[src/rtl/core/cfd_pkg.sv]
// shared types, codes and constants for the command frame deframer
package cfd_pkg;

  localparam int unsigned BYTE_W    = 8;
  localparam int unsigned KIND_W    = 3;
  localparam int unsigned MAGIC_LEN = 8;
  localparam int unsigned MPOS_W    = $clog2(MAGIC_LEN + 1);
  localparam int unsigned MIDX_W    = $clog2(MAGIC_LEN);
  localparam int unsigned TLEN_W    = 2;
  localparam int unsigned CFG_IDX_W = 1;

  localparam logic [BYTE_W-1:0] FRAME_END = 8'h00;
  localparam logic [BYTE_W-1:0] SEP_ITEM  = 8'h01;
  localparam logic [BYTE_W-1:0] SEP_SUB   = 8'h02;

  localparam logic [BYTE_W-1:0] APP_CODE_RST   = 8'h00;
  localparam logic [BYTE_W-1:0] SHELL_CODE_RST = 8'h01;

  localparam logic [CFG_IDX_W-1:0] REG_APP_TYPE   = 1'b0;
  localparam logic [CFG_IDX_W-1:0] REG_SHELL_TYPE = 1'b1;

  localparam logic [TLEN_W-1:0] TLEN_MAX = 2'd2;

  typedef enum logic [2:0] {
    PH_MAGIC = 3'd0,
    PH_TYPE  = 3'd1,
    PH_CMD   = 3'd2,
    PH_PARA  = 3'd3,
    PH_SKIP  = 3'd4
  } phase_t;

  typedef enum logic [KIND_W-1:0] {
    K_TYPE      = 3'd0,
    K_CMD_BYTE  = 3'd1,
    K_CMD_END   = 3'd2,
    K_PAR_BYTE  = 3'd3,
    K_PAR_END   = 3'd4,
    K_FRAME_END = 3'd5,
    K_DROP      = 3'd6
  } kind_t;

  typedef struct packed {
    phase_t              phase;
    logic [MPOS_W-1:0]   mpos;
    logic                mmis;
    logic [TLEN_W-1:0]   tlen;
    logic [BYTE_W-1:0]   htype;
    logic                fopen;
  } parse_state_t;

  typedef struct packed {
    logic                valid;
    kind_t               kind;
    logic [BYTE_W-1:0]   value;
  } parse_res_t;

  function automatic parse_state_t clear_frame(phase_t ph);
    parse_state_t s;
    s.phase = ph;
    s.mpos  = '0;
    s.mmis  = 1'b0;
    s.tlen  = '0;
    s.htype = '0;
    s.fopen = 1'b0;
    return s;
  endfunction

  function automatic logic [BYTE_W-1:0] magic_byte(logic [MIDX_W-1:0] idx);
    logic [BYTE_W-1:0] b;
    unique case (idx)
      3'd0:    b = 8'h47; // G
      3'd1:    b = 8'h4F; // O
      3'd2:    b = 8'h44; // D
      3'd3:    b = 8'h42; // B
      3'd4:    b = 8'h4C; // L
      3'd5:    b = 8'h45; // E
      3'd6:    b = 8'h53; // S
      default: b = 8'h53; // S
    endcase
    return b;
  endfunction

endpackage

[src/rtl/core/command_frame_deframer.sv]
// command frame deframer top level: stream ports, state and result register
//
// usage:
//   in_*  : one stream byte per item in in_tdata
//   out_* : one parse event per item, kind in out_tuser, byte in out_tdata
//   cfg_* : write enable, register index and data for the two type codes,
//           written while the block is idle
// each accepted byte updates the parser state in the same cycle and, when
// it causes an event, loads the result register; the event shows on out_*
// in the cycle after the byte is accepted
// throughput is one byte per cycle unless a stalled receiver holds an event:
// the single parser step between the state and result registers sets it
// a byte is taken while the result register is empty or being emptied, so
// a stalled receiver holds the pending event and stops input only then
// synchronous reset clears the parser to the magic phase, empties the
// result register and sets the type codes to 0 (application) and 1 (shell)
module command_frame_deframer
  import cfd_pkg::*;
(
  input  logic                 clk,
  input  logic                 rst_n,
  input  logic                 in_tvalid,
  output logic                 in_tready,
  input  logic [BYTE_W-1:0]    in_tdata,   // in_byte
  output logic                 out_tvalid,
  input  logic                 out_tready,
  output logic [BYTE_W-1:0]    out_tdata,  // value
  output logic [KIND_W-1:0]    out_tuser,  // kind
  input  logic                 cfg_we,
  input  logic [CFG_IDX_W-1:0] cfg_index,
  input  logic [BYTE_W-1:0]    cfg_wdata
);

  parse_state_t      state_r;
  parse_state_t      state_nxt;
  parse_res_t        step_res;
  logic [BYTE_W-1:0] app_code_r;
  logic [BYTE_W-1:0] shell_code_r;
  logic              out_valid_r;
  logic [BYTE_W-1:0] out_value_r;
  kind_t             out_kind_r;
  logic              in_fire;
  logic              out_fire;

  assign in_tready = !out_valid_r || out_tready;
  assign in_fire   = in_tvalid && in_tready;
  assign out_fire  = out_valid_r && out_tready;

  cfd_step u_step (
    .st         (state_r),
    .byte_in    (in_tdata),
    .app_code   (app_code_r),
    .shell_code (shell_code_r),
    .st_nxt     (state_nxt),
    .res        (step_res)
  );

  always_ff @(posedge clk) begin
    if (!rst_n) begin
      app_code_r   <= APP_CODE_RST;
      shell_code_r <= SHELL_CODE_RST;
    end else if (cfg_we) begin
      unique case (cfg_index)
        REG_APP_TYPE:   app_code_r   <= cfg_wdata;
        REG_SHELL_TYPE: shell_code_r <= cfg_wdata;
        default:        app_code_r   <= app_code_r;
      endcase
    end
  end

  always_ff @(posedge clk) begin
    if (!rst_n) begin
      state_r <= clear_frame(PH_MAGIC);
    end else if (in_fire) begin
      state_r <= state_nxt;
    end
  end

  always_ff @(posedge clk) begin
    if (!rst_n) begin
      out_valid_r <= 1'b0;
    end else if (in_fire) begin
      out_valid_r <= step_res.valid;
    end else if (out_fire) begin
      out_valid_r <= 1'b0;
    end
  end

  always_ff @(posedge clk) begin
    if (in_fire && step_res.valid) begin
      out_kind_r  <= step_res.kind;
      out_value_r <= step_res.value;
    end
  end

  assign out_tvalid = out_valid_r;
  assign out_tdata  = out_value_r;
  assign out_tuser  = out_kind_r;

`ifndef SYNTHESIS
  // an accepted byte with an event always lands in the result register
  a_res_loaded: assert property (@(posedge clk) disable iff (!rst_n)
    (in_fire && step_res.valid) |=> (out_tvalid && out_tuser == $past(step_res.kind)))
    else $error("event of accepted byte not loaded");

  // magic counter never passes the magic length
  a_mpos_sat: assert property (@(posedge clk) disable iff (!rst_n)
    state_r.mpos <= MPOS_W'(MAGIC_LEN))
    else $error("magic position past saturation");

  // type length saturates below its top code
  a_tlen_sat: assert property (@(posedge clk) disable iff (!rst_n)
    state_r.tlen <= TLEN_MAX)
    else $error("type length past saturation");

  // magic tracking is cleared whenever the parser is past the magic phase
  a_magic_clear: assert property (@(posedge clk) disable iff (!rst_n)
    (state_r.phase != PH_MAGIC) |-> (state_r.mpos == '0 && !state_r.mmis))
    else $error("magic tracking left set outside magic phase");
`endif

endmodule

[src/rtl/core/cfd_step.sv]
// one byte step of the frame parser: next state and result
module cfd_step
  import cfd_pkg::*;
(
  input  parse_state_t      st,
  input  logic [BYTE_W-1:0] byte_in,
  input  logic [BYTE_W-1:0] app_code,
  input  logic [BYTE_W-1:0] shell_code,
  output parse_state_t      st_nxt,
  output parse_res_t        res
);

  logic is_zero;
  logic is_sep;
  logic magic_ok;
  logic type_ok;

  assign is_zero  = (byte_in == FRAME_END);
  assign is_sep   = (byte_in == SEP_ITEM) || (byte_in == SEP_SUB);
  assign magic_ok = (st.mpos == MPOS_W'(MAGIC_LEN)) && !st.mmis;
  assign type_ok  = (st.tlen == TLEN_W'(1)) &&
                    ((st.htype == app_code) || (st.htype == shell_code));

  // next state
  always_comb begin
    st_nxt = st;
    unique case (st.phase)
      PH_MAGIC: begin
        if (is_zero) begin
          st_nxt = clear_frame(PH_MAGIC);
        end else if (is_sep) begin
          st_nxt = clear_frame(magic_ok ? PH_TYPE : PH_SKIP);
        end else if (st.mpos < MPOS_W'(MAGIC_LEN)) begin
          if (byte_in != magic_byte(st.mpos[MIDX_W-1:0])) begin
            st_nxt.mmis = 1'b1;
          end
          st_nxt.mpos = st.mpos + MPOS_W'(1);
        end else begin
          st_nxt.mmis = 1'b1;
        end
      end
      PH_TYPE: begin
        if (is_zero) begin
          st_nxt = clear_frame(PH_MAGIC);
        end else if (is_sep) begin
          if (type_ok) begin
            st_nxt.phase = PH_CMD;
            st_nxt.fopen = 1'b0;
          end else begin
            st_nxt = clear_frame(PH_SKIP);
          end
        end else begin
          if (st.tlen == '0) begin
            st_nxt.htype = byte_in;
          end
          if (st.tlen < TLEN_MAX) begin
            st_nxt.tlen = st.tlen + TLEN_W'(1);
          end
        end
      end
      PH_CMD: begin
        if (is_zero) begin
          st_nxt = clear_frame(PH_MAGIC);
        end else if (is_sep) begin
          if (st.fopen) begin
            st_nxt.fopen = 1'b0;
            st_nxt.phase = PH_PARA;
          end else begin
            st_nxt = clear_frame(PH_SKIP);
          end
        end else begin
          st_nxt.fopen = 1'b1;
        end
      end
      PH_PARA: begin
        if (is_zero) begin
          st_nxt = clear_frame(PH_MAGIC);
        end else if (is_sep) begin
          st_nxt.fopen = 1'b0;
        end else begin
          st_nxt.fopen = 1'b1;
        end
      end
      default: begin
        // skip to end of frame, unused codes too
        if (is_zero) begin
          st_nxt = clear_frame(PH_MAGIC);
        end
      end
    endcase
  end

  // result
  always_comb begin
    res.valid = 1'b0;
    res.kind  = K_DROP;
    res.value = '0;
    unique case (st.phase)
      PH_MAGIC: begin
        if (is_zero) begin
          res.valid = (st.mpos != '0) || st.mmis;
        end else if (is_sep) begin
          res.valid = !magic_ok;
        end
      end
      PH_TYPE: begin
        if (is_zero) begin
          res.valid = 1'b1;
        end else if (is_sep) begin
          res.valid = 1'b1;
          if (type_ok) begin
            res.kind  = K_TYPE;
            res.value = st.htype;
          end
        end
      end
      PH_CMD: begin
        res.valid = 1'b1;
        if (!is_zero && is_sep && st.fopen) begin
          res.kind = K_CMD_END;
        end else if (!is_zero && !is_sep) begin
          res.kind  = K_CMD_BYTE;
          res.value = byte_in;
        end
      end
      PH_PARA: begin
        if (is_zero) begin
          res.valid = 1'b1;
          res.kind  = K_FRAME_END;
          res.value = {{(BYTE_W-1){1'b0}}, st.fopen};
        end else if (is_sep) begin
          res.valid = st.fopen;
          res.kind  = K_PAR_END;
        end else begin
          res.valid = 1'b1;
          res.kind  = K_PAR_BYTE;
          res.value = byte_in;
        end
      end
      default: begin
        res.valid = 1'b0;
      end
    endcase
  end

endmodule
[config.mk]
export PLATFORM = sky130hd
export DESIGN_NAME = command_frame_deframer
export DESIGN_NICKNAME = d
export VERILOG_FILES = /design/src/rtl/core/cfd_pkg.sv /design/src/rtl/core/command_frame_deframer.sv /design/src/rtl/core/cfd_step.sv
export SDC_FILE = /design/constraint.sdc
export NUM_CORES = 1
export LEC_CHECK = 0
export ABC_AREA = 1
export CORE_MARGIN = 4
export CORE_UTILIZATION = 68
export CTS_CLUSTER_SIZE = 16
export DETAILED_ROUTE_END_ITERATION = 8
export DONT_BUFFER_PORTS = 1
export PLACE_DENSITY = 0.84
export SYNTH_ARGS = -nofsm -noshare
export SYNTH_HDL_FRONTEND = slang
export SYNTH_SLANG_ARGS = --single-unit
export TNS_END_PERCENT = 1
[constraint.sdc]
create_clock -name clk -period 5.1 [get_ports clk]
set_input_delay 0.255 -clock clk [delete_from_list [all_inputs] [get_ports clk]]
set_output_delay 0.255 -clock clk [all_outputs]
set_load 0.05 [all_outputs]
After elaboration in Yosys (flattened, before gate mapping)
Cells that the tools add are included.
{ "classes": {"n_eq_ne": 26, "reduce_logical": 33, "n_mux": 46, "bitwise": 1, "n_lt_le_gt_ge": 2, "n_addsub": 2} }
{ "ops": {"columns": ["operator", "count"], "rows": [
  ["19-bit 2-to-1 mux", 4],
  ["19-bit case mux with 4 select lines", 1],
  ["8-bit 2-to-1 mux", 8],
  ["11-bit 2-to-1 mux", 4],
  ["18-bit 2-to-1 mux", 2],
  ["11-bit case mux with 3 select lines", 1],
  ["8-bit AND reduction", 4],
  ["15-bit 2-to-1 mux", 2],
  ["5-bit case mux with 6 select lines", 1],
  ["12-bit 2-to-1 mux", 2],
  ["8-bit == test", 2],
  ["3-bit 2-to-1 mux", 5],
  ["3-bit by 2-bit == test with 1-bit output (second input constant)", 4],
  ["4-bit by 1-bit != test with 1-bit output (second input constant)", 3],
  ["1-bit 2-to-1 mux", 10],
  ["10-bit 2-to-1 mux", 1],
  ["3-bit by 1-bit != test with 1-bit output (second input constant)", 3],
  ["8-bit by 1-bit == test with 1-bit output (second input constant)", 1],
  ["8-bit by 2-bit == test with 1-bit output (second input constant)", 1],
  ["1-bit logical AND", 8],
  ["8-bit logical NOT", 1],
  ["4-bit 2-to-1 mux", 2],
  ["8-bit != test", 1],
  ["4-bit nonzero test", 2],
  ["other kinds (25)", 37]
]} }
{ "word_totals": {"wordCells": 121, "inputBits": 22, "out_inout_bits": 13, "regBits": 47} }

Depth between registers and ports, before layout
Gate-level depths: netlist of run 1.
{ "logic_depth": {"word_depth": 12, "mapped_depth": 14, "depth_no_buf": 14} }

Modules after synthesis
A second synthesis of run 1 with hierarchy kept.
{ "hier_totals": {"cells_unflattened": 500, "area_unflattened_um2": 3224.3} }
{ "by_module_without_submodules": {"columns": ["module", "seq_area_each_um2", "instances", "area_each_um2", "cells_per_inst"], "rows": [
  ["command_frame_deframer", 1051.0, 1, 1799.2, 216],
  ["cfd_step", 0.0, 1, 1425.1, 284]
]} }

Worst setup path after synthesis of run 1
OpenSTA, ideal clock, no wires.
{ "synth_timing": {"path_kind": "register -> register", "from": "register out_valid_r (netlist: out_tvalid)", "to": "register state_r[5] in the netlist's numbering", "required_ps": 4988, "setup_slack_ps": 3127, "t_arrival_ps": 1860, "path_stages_with_launch": 12, "period_less_slack_ps": 1973, "path_buffers": 0, "setup_ps": 112, "path_cell_list": "dfxtp_1 -> nand2_1 -> nand2_1 -> inv_1 -> nand2_2 -> nor2_4 -> inv_2 -> nor2_8 -> nand2_4 -> inv_2 -> nor2_1 -> nor2_2"} }
{ "synth_between": {"elab_chain_cells": 4} }
{ "synth_rtl": {"columns": ["element", "line_no", "source"], "rows": [
  ["start, declared", "command_frame_deframer.sv:39", "logic out_valid_r;"],
  ["start signal, assigned", "command_frame_deframer.sv:83", "out_valid_r <= step_res.valid;"],
  ["1-bit logical NOT", "command_frame_deframer.sv:45", "assign in_tready = !out_valid_r || out_tready;"],
  ["1-bit logical OR", "command_frame_deframer.sv:45", null],
  ["via in_tready", "command_frame_deframer.sv:23", "output logic in_tready,"],
  ["1-bit logical AND", "command_frame_deframer.sv:46", "assign in_fire = in_tvalid && in_tready;"],
  ["8-bit AND reduction (no line)", null, null],
  ["end signal, assigned", "command_frame_deframer.sv:73", "state_r <= clear_frame(PH_MAGIC);"],
  ["end signal, assigned", "command_frame_deframer.sv:75", "state_r <= state_nxt;"],
  ["end, declared", "command_frame_deframer.sv:34", "parse_state_t state_r;"]
]} }
The timed path passes the listed nets, and every way through them passes these cells.
A chain may end at the register's enable or synchronous reset.

Worst setup path in the final report of run 1
{ "layout_timing": {"from": "register state_r[12] in the netlist's numbering", "to": "register out_value_r[6] (netlist: out_tdata[6]) (enable)"} }
{ "layout_between": {"elab_chain_cells": 7, "elab_cells_between_ends": 9, "classes_between": "eq/ne: 1; mux: 3; reduce/logical: 5"} }
{ "layout_rtl": {"columns": ["element", "line_no", "source"], "rows": [
  ["4-bit == test", "cfd_step.sv:20", "assign magic_ok = (st.mpos == MPOS_W'(MAGIC_LEN)) && !st.mmis;"],
  ["1-bit logical AND", "cfd_step.sv:20", null],
  ["1-bit logical NOT", "cfd_step.sv:103", "res.valid = !magic_ok;"],
  ["1-bit 2-to-1 mux", "cfd_step.sv:102", "end else if (is_sep) begin"],
  ["1-bit 2-to-1 mux *", "cfd_step.sv:100", "if (is_zero) begin"],
  ["1-bit case mux with 4 select lines *", "cfd_step.sv:98", "unique case (st.phase)"],
  ["1-bit logical AND *", "command_frame_deframer.sv:90", "if (in_fire && step_res.valid) begin"],
  ["end signal, assigned", "command_frame_deframer.sv:92", "out_value_r <= step_res.value;"],
  ["end, declared", "command_frame_deframer.sv:40", "logic [BYTE_W-1:0] out_value_r;"]
]} }
Every way passes the cells marked *; elsewhere a longest branch is shown, timed or not.

==> impl_metrics.ini, run 1 <==
[layout]
stdcell_count = 447
finish.utilization_pct = 73.6
area_growth_pct = 4.75
num-fill-cells = 339
final_common_cell = nand2_1
final_nets = 425
mostFrequentLayoutCells = 101 x nand2_1, 66 x nor2_1, 36 x inv_1, 36 x dfxtp_1, 23 x o21ai_0
diodes = 0
drive_gt1_share_pct = 10.3

[grt]
antenna_found_initial = 0
grt_pass1_wl_um = 10900
grt-ovfl-total = 0
grt_use_total_pct = 26.1
grt_pass1_vias = 2428
grt_max_degree = 29

[min_path]
hold_path_class = input pin to register

[floorplanning]
die_w_um = 72.1
fp.dieArea_um2 = 5190
initial_core_util_pct = 70.3
core_um2 = 3970
num_io_pins = 35
num_rows = 23
die_h_um = 72.1

[setup_path]
path_delay_family = simple AND/OR/NAND/NOR gates
max_stage_delay_ns = 0.35
cp_slowest_cell = dfxtp_1
worstPathArrival_ns = 2.28
path_cells = inv_1 -> ha_1 -> inv_1 -> nor2_1 -> nand3_1 -> or2_2 -> nand3_1 -> nand2_1 -> nand2_1 -> nand2_1 -> nand2_1 -> inv_1
critPathRequiredTime_ns = 5.09
crit_type = register to register
cp-end-kind = register
critPathBufInv = 3
cpMostUsedCell = nand2_1
cp-start-kind = register
cp_max_fo = 11

[synth]
synth-seq-area-share_pct = 37.7
synth_flop_cell = dfxtp_1
syn-num-nets = 423
synthCells = 394
netlist_area_um2 = 2790
async_reset_ff_share_pct = 0
synth-edff-count = 11
yosys_warnings = 0
synth_seq_cells = 47
yosysUniqueCellTypes = 37
syn-mean-instance-area_um2 = 7.08

[timing]
period_needed_ns = 2.30
hold_viol = 0
setup_ws_ns = 2.80
rsz0062_at_grt = false
worst_pin_slew_ns = 0.514
fmax_ghz = 0.436
relSlewSlack_pct = 65.6
finalClockSkew_ns = 0.00821
setup_viol = 0
fin_crit_sh_pct = 45.0
slew_viol_final = 0
tns_ns = 0

[job]
cap_violations = 0

[drt]
vias = 2543
drc = 0
routed_wl_um = 6380
first_pass_iters = 5
wl_per_cell_um = 14.3
drt_iter0_markers = 216
avgViaCountPerCell = 5.69
final_antenna_net_count = 0

[clock_network]
cts_tree = done
cts_resized = 0
clockBufferDepth = 2
hold_buffers = 0
cts_made_buffers = 5
clk_latency_ns = 0.30
postCtsSetupBuffers = 0
cts-htree-levels = 2
clock-sinks = 47
path_clk_slew_ns = 0.09
cts-root-buf = clkbuf_8

[placed_design]
gp_congestion = 0.964
dp.cells = 439
dp_hpwl_um = 4900
portBuffers = 0
pre_cts_ws_ns = 2.88

[pwr]
vdd_drop_max_v = 0.000195
p_leak_nw = 1.22
power.density_nw_per_um2 = 252
total_power_mw = 0.736

[run_status]
outcome = finished clean
## registers in the layout, summed over array words and instances, names as in the netlist
| name | cells |
|---|---|
| state_r | 19 |
| out_tvalid | 1 |
| shell_code_r | 8 |
| out_tuser | 3 |
| app_code_r | 8 |
| out_tdata | 8 |
## power breakdown
| group | total (mW) | internal, mW | switching (mW) | leakage (nW) |
|---|---|---|---|---|
| clock network | 0.231 | 0.0987 | 0.133 | 0.0454 |
| logic | 0.101 | 0.0381 | 0.0632 | 0.770 |
| registers | 0.403 | 0.392 | 0.0107 | 0.407 |
## kinds of logic (layout without fill, tap and decap cells)
| family | after synthesis | after routing | share of synthesized area [%] |
|---|---|---|---|
| AND/OR/NAND/NOR | 217 | 217 | 35.9 |
| buffers and inverters | 51 | 54 | 6.95 |
| flip-flops | 47 | 47 | 37.7 |
| adder cells (fa/ha/maj) | 7 | 7 | 3.14 |
| AO/OA/AOI/OAI | 57 | 57 | 11.7 |
| XOR/XNOR | 15 | 15 | 4.71 |
## cell usage after synthesis (6+ instances only)
cell        n  share of area (%)
a21oi_1    16                2.9
dfxtp_1    36                 26
edfxtp_1   11                 12
ha_1        7                3.1
inv_1      36                4.8
inv_2       6               0.81
nand2_1   101                 14
nand2_2     6                1.3
nand3_1    20                3.6
nor2_1     66                8.9
nor2_2      7                1.6
o21ai_0    23                4.1
o21ai_1     6                1.1
xnor2_1    13                4.1
## through the flow
stage               instance area [um^2]  hold WS [ns]
floorplan                           2790         0.385
global placement                    2830         0.357
detailed placement                  2830         0.362
CTS                                 2920        0.0510
global route                        2920        0.0577
finish                              2920        0.0514
## final timing paths
| kind | startpoint | endpoint | slack, ns | cells past startpoint |
|---|---|---|---|---|
| hold / removal | rst_n | shell_code_r[0]$_SDFFE_PN1P_ | 0.05 | 1 |
| setup / recovery | state_r[12]$_SDFFE_PN0P_ | out_tdata[6]$_DFFE_PP_ | 2.80 | 12 |
| hold reg to reg | app_code_r[7]$_SDFFE_PN0P_ | app_code_r[7]$_SDFFE_PN0P_ | 0.47 | 2 |
| setup reg to reg | state_r[12]$_SDFFE_PN0P_ | out_tdata[6]$_DFFE_PP_ | 2.80 | 12 |
## cell type report
| type | instances | area [um^2] | area share [%] |
|---|---|---|---|
| clock buffer | 6 | 72.6 | 2.48 |
| clock inverter | 2 | 17.5 | 0.599 |
| inverter | 46 | 174 | 5.95 |
| multi-input combinational | 296 | 1550 | 52.9 |
| sequential | 47 | 1050 | 35.9 |
| tap | 50 | 62.6 | 2.14 |
## layer usage
layer	GRT usage, %	share of wire, %	vias up
li1	-	-	1274
met1	34.2	45	1171
met3	6.79	7.9	10
met2	42.2	45	88
met4	8.14	1.2	0
met5	0	0	-
No activity file was read; power rests on OpenSTA's default activity.
==> run 2: changes to the inputs <==
ABC_AREA = 0   (was 1)
CORE_UTILIZATION = 63   (was 68)
PLACE_DENSITY = 0.79   (was 0.84)
clock period = 2.12 ns   (was 5.1 ns; I/O delays follow)
==> impl_metrics.ini, run 2 <==
[run_status]
outcome = finished clean

[placed_design]
dp_hpwl_um = 5070
dpl-instance-area_um2 = 2830
gp_congestion = 0.965
dp.cells = 351
portBuffers = 0

[grt]
grt_max_degree = 23
grt_pass1_wl_um = 12500
grt_pass1_vias = 2542
grt_use_total_pct = 30.4
grt-ovfl-total = 0
antenna_found_initial = 0

[job]
cap_violations = 0

[timing]
worst_pin_slew_ns = 0.524
rsz0062_at_grt = false
slew_viol_final = 0
setup_viol = 0
holdWs_ns = 0.0150
hold_viol = 0
finalClockSkew_ns = 0.00744
period_needed_ns = 1.98
fin_crit_sh_pct = 93.5
relSlewSlack_pct = 64.5
tns_ns = 0
fmax_ghz = 0.504

[clock_network]
path_clk_slew_ns = 0.10
cts_tree = done
cts_made_buffers = 5
clock-sinks = 47
clk_latency_ns = 0.31
cts-root-buf = clkbuf_8
cts-htree-levels = 2
clockBufferDepth = 2

[synth]
synth-edff-count = 11
synth-seq-area-share_pct = 39.3
synth_top_area_share_pct = 26.9
yosys_warnings = 0
syn-mean-instance-area_um2 = 9.01
async_reset_ff_share_pct = 0
synth_flop_cell = dfxtp_1
syn-num-nets = 326
synth_area_leader_cell = dfxtp_1
ys_top_cells_by_area = dfxtp_1 27%, edfxtp_1 12%, xnor2_1 6.2%
synth_seq_cells = 47
netlist_area_um2 = 2680
synthCells = 297
netlist_top_cells_count = 36 x dfxtp_1, 28 x a21oi_1, 28 x nand2_1
yosysUniqueCellTypes = 60
yosysMostFrequentCell = dfxtp_1

[drt]
vias = 2506
final_antenna_net_count = 0
wl_per_cell_um = 19.6
drt_iter0_markers = 350
met2_length_um = 3530
top_layer = met4
wl_met1_um = 2990
drc = 0
avgViaCountPerCell = 6.51
wl_met3_um = 762
routed_wl_um = 7550
first_pass_iters = 5

[setup_path]
crit_start = state_r[12]$_SDFFE_PN0P_
worstPathArrival_ns = 2.01
critPathRequiredTime_ns = 2.15
r2r_cells = 7
cp-start-kind = register
crit_type = register to register
cp_max_fo = 11
critical_path.reg2reg.startpoint = state_r[12]$_SDFFE_PN0P_
cp-end-kind = register

[min_path]
hold_path_class = input pin to register
hold_start = in_tdata[5]
holdPathStages = 1

[layout]
final_common_cell = dfxtp_1
stdcell_count = 385
mostFrequentLayoutCells = 34 x dfxtp_1, 28 x nand2_1, 28 x a21oi_1, 26 x dlygate4sd3_1, 25 x nor2_1
regMostFlops = state_r
largest_reg_flops = 19
diodes = 0
design_area_um2 = 3210
drive_gt1_share_pct = 12.8
area_growth_pct = 19.8
final_nets = 363

[pwr]
switchingPower_mw = 0.465
switching_share_pct = 24.9
pwr-share-clk_pct = 37.2
p_leak_nw = 1.14
p_int_mw = 1.40
pwr-share-seq_pct = 50.8
power.density_nw_per_um2 = 583
vdd_drop_max_v = 0.000377
p_comb_share_pct = 12.0

[floorplanning]
core_um2 = 4060
die_w_um = 73.2
initial_core_util_pct = 66.0
num_io_pins = 35
die_h_um = 73.2
fp.dieArea_um2 = 5350
num_rows = 23
-- run 2: cells by family after synthesis --
family	after synthesis	synth area share, %
DFF	47	39.3
adders and majority gates	7	3.27
and+or+nand+nor	104	20.3
buffers and inverters	24	3.79
AOI/OAI and AO/OA	83	22.3
xor gates and xnor gates	21	6.87
muxes	11	4.16
-- run 2: worst max-delay path, stage by stage, from the launching register on --
cell     delay, ns
dfxtp_2       0.37
inv_1         0.09
ha_2          0.21
nor3b_1       0.15
a311o_1       0.35
a211o_1       0.29
inv_1         0.10
buf_12        0.14
-- run 2: power groups by stage --
| stage | clock [mW] | sequential (mW) | combinational [mW] |
|---|---|---|---|
| 2_1_floorplan | 0 | 0.965 | 0.148 |
| 3_3_place_gp | 0 | 0.968 | 0.170 |
| 3_5_place_dp | 0 | 0.969 | 0.174 |
| 4_1_cts | 0.694 | 0.948 | 0.217 |
| 5_1_grt | 0.723 | 0.951 | 0.247 |
| 6_report | 0.696 | 0.949 | 0.225 |
-- run 2: cell type report --
cell class | instances | area [um^2]
Multi-Input combinational cell | 226 | 1530
Sequential cell | 47 | 1050
Fill cell | 240 | 851
Timing Repair Buffer | 44 | 408
Clock buffer | 5 | 68.8
Tap cell | 50 | 62.6
Clock inverter | 3 | 47.5
Inverter | 10 | 37.5
-- run 2: per-stage QoR --
stage / total power, mW / worst slack (ns) / util, %
6_report: 1.87 / 0.138 / 79.0
5_1_grt: 1.92 / 0.00153 / 79.0
4_1_cts: 1.86 / 0.0305 / 78.9
3_5_place_dp: 1.14 / 0.0434 / 69.6
3_3_place_gp: 1.14 / 0.111 / 69.6
2_1_floorplan: 1.11 / 0.0412 / -
-- run 2: timing repair --
item                                   in CTS  in global routing
hold buffers                               26                  0
setup buffers                               0                  0
endpoints found under the hold margin      30                  0
setup endpoints to repair                   0                 18
resized for setup                           0                  3
-- run 2: path summary, 6_finish.rpt --
kind	end	slack [ns]
max	out_tuser[2]$_DFFE_PP_	0.14
min	out_tdata[5]$_DFFE_PP_	0.01
max reg2reg	out_tuser[2]$_DFFE_PP_	0.14
min reg2reg	shell_code_r[1]$_SDFFE_PN0P_	0.48
-- run 2: per-layer routing --
layer	vias to the layer above	GRT usage [%]
met4	0	13.5
met5	-	0
li1	1164	-
met1	1153	39.3
met2	159	48.2
met3	30	7.02
==> run 3: changes to the inputs <==
HOLD_SLACK_MARGIN = 0.08   (was default)
==> impl_metrics.ini, run 3 (synthesized netlist as in run 2, its figures left out) <==
[setup_path]
cp_slowest_cell = dfxtp_1
cp-end-kind = register
cpMostUsedCell = inv_1
critPathRequiredTime_ns = 2.15
crit_type = register to register
cp_max_fo = 11
worstPathArrival_ns = 2.01
path_delay_family = compound AO/OA/AOI/OAI gates
rrSetupSlack_ns = 0.14
crit_start = state_r[13]$_SDFFE_PN0P_
critical_path.reg2reg.startpoint = state_r[13]$_SDFFE_PN0P_
max_stage_delay_ns = 0.37
critPathBufInv = 3
cp-start-kind = register
path_cells = inv_1 -> ha_2 -> nor3b_1 -> a311o_1 -> a211o_1 -> inv_1 -> buf_12

[timing]
fmax_ghz = 0.505
worst_pin_slew_ns = 0.525
fin_crit_sh_pct = 93.4
relSlewSlack_pct = 64.4
tns_ns = 0
slew_viol_final = 0
finalClockSkew_ns = 0.00844
rsz0062_at_grt = false
period_needed_ns = 1.98
setup_ws_ns = 0.139
hold_viol = 0
setup_viol = 0

[drt]
vias = 2511
avgViaCountPerCell = 6.52
wl_per_cell_um = 19.8
drt_iter0_markers = 359
final_antenna_net_count = 0
first_pass_iters = 5
drc = 0
routed_wl_um = 7620

[floorplanning]
core_um2 = 4060
die_h_um = 73.2
num_io_pins = 35
num_rows = 23
die_w_um = 73.2
initial_core_util_pct = 66.0
fp.dieArea_um2 = 5350

[placed_design]
portBuffers = 0
dp_hpwl_um = 5070
pre_cts_ws_ns = 0.0434
dpl-instance-area_um2 = 2830
dp.cells = 351
gp_congestion = 0.965

[clock_network]
clock-sinks = 47
cts_tree = done
cts_made_buffers = 5
cts-htree-levels = 2
cts-root-buf = clkbuf_8
clk_latency_ns = 0.31
clockBufferDepth = 2
path_clk_slew_ns = 0.09

[grt]
grt_pass1_vias = 2507
antenna_found_initial = 0
grt_max_degree = 23
grt_pass1_wl_um = 12500
grt_use_total_pct = 30.4
grt-ovfl-total = 0

[layout]
final_common_cell = dfxtp_1
area_growth_pct = 19.8
mostFrequentLayoutCells = 34 x dfxtp_1, 28 x nand2_1, 28 x a21oi_1, 26 x dlygate4sd3_1, 25 x nor2_1
regMostFlops = state_r
design_area_um2 = 3210
final_nets = 363
drive_gt1_share_pct = 12.8
diodes = 0
stdcell_count = 385
largest_reg_flops = 19

[min_path]
hold_path_class = input pin to register
hold_start = in_tdata[0]

[run_status]
outcome = finished clean

[pwr]
vdd_drop_max_v = 0.000378
power.density_nw_per_um2 = 585
p_leak_nw = 1.14

[job]
cap_violations = 0
## run 3: cell counts in the layout (fill, tap and decap cells not counted)
Identical to the previous run, type by type.
## run 3: worst reg2reg max path: cells and delay by family, from the launching register on
kind | cells | cell delay, ns
AOI/OAI and AO/OA | 2 | 0.63
adders and majority gates | 1 | 0.21
buffers and inverters | 3 | 0.34
DFF | 1 | 0.37
and+or+nand+nor | 1 | 0.16
## run 3: cell type report
type | count | area, um^2
Clock buffer | 5 | 68.8
Clock inverter | 3 | 47.5
Fill cell | 240 | 851
Inverter | 10 | 37.5
Multi-Input combinational cell | 226 | 1530
Sequential cell | 47 | 1050
Tap cell | 50 | 62.6
Timing Repair Buffer | 44 | 408
## run 3: power by group
group	internal, mW	switching, mW	total (mW)
Clock	0.358	0.340	0.698
Sequential	0.932	0.0170	0.949
Combinational	0.114	0.114	0.229
## run 3: routing by layer
| metal | global-route usage [%] | part of all wire, % | up-vias |
|---|---|---|---|
| met4 | 13.3 | 3.1 | 0 |
| li1 | - | - | 1163 |
| met1 | 40.1 | 42 | 1157 |
| met3 | 6.20 | 9.4 | 29 |
| met2 | 47.9 | 46 | 162 |
| met5 | 0 | 0 | - |
## run 3: per-stage QoR
stage	hold slack [ns]	utilization [%]	power (mW)
after floorplan	0.239	-	1.11
after global placement	0.180	69.6	1.14
after detailed placement	0.184	69.6	1.14
after CTS	0.0816	78.9	1.86
after global routing	0.100	79.0	1.92
final	0.0956	79.0	1.88
## run 3: path summary, 6_finish.rpt
path / endpoint / cells past startpoint
hold / removal: state_r[11]$_SDFFE_PN0P_ / 2
hold reg to reg: shell_code_r[1]$_SDFFE_PN0P_ / 2
setup reg to reg: out_tuser[2]$_DFFE_PP_ / 7
setup / recovery: out_tuser[2]$_DFFE_PP_ / 7
## run 3: what timing repair did
item,in CTS,in global routing
buffers inserted,0,0
gates resized for setup,0,3
endpoints found under the hold margin,40,0
hold buffers,26,0
setup endpoints to repair,0,18
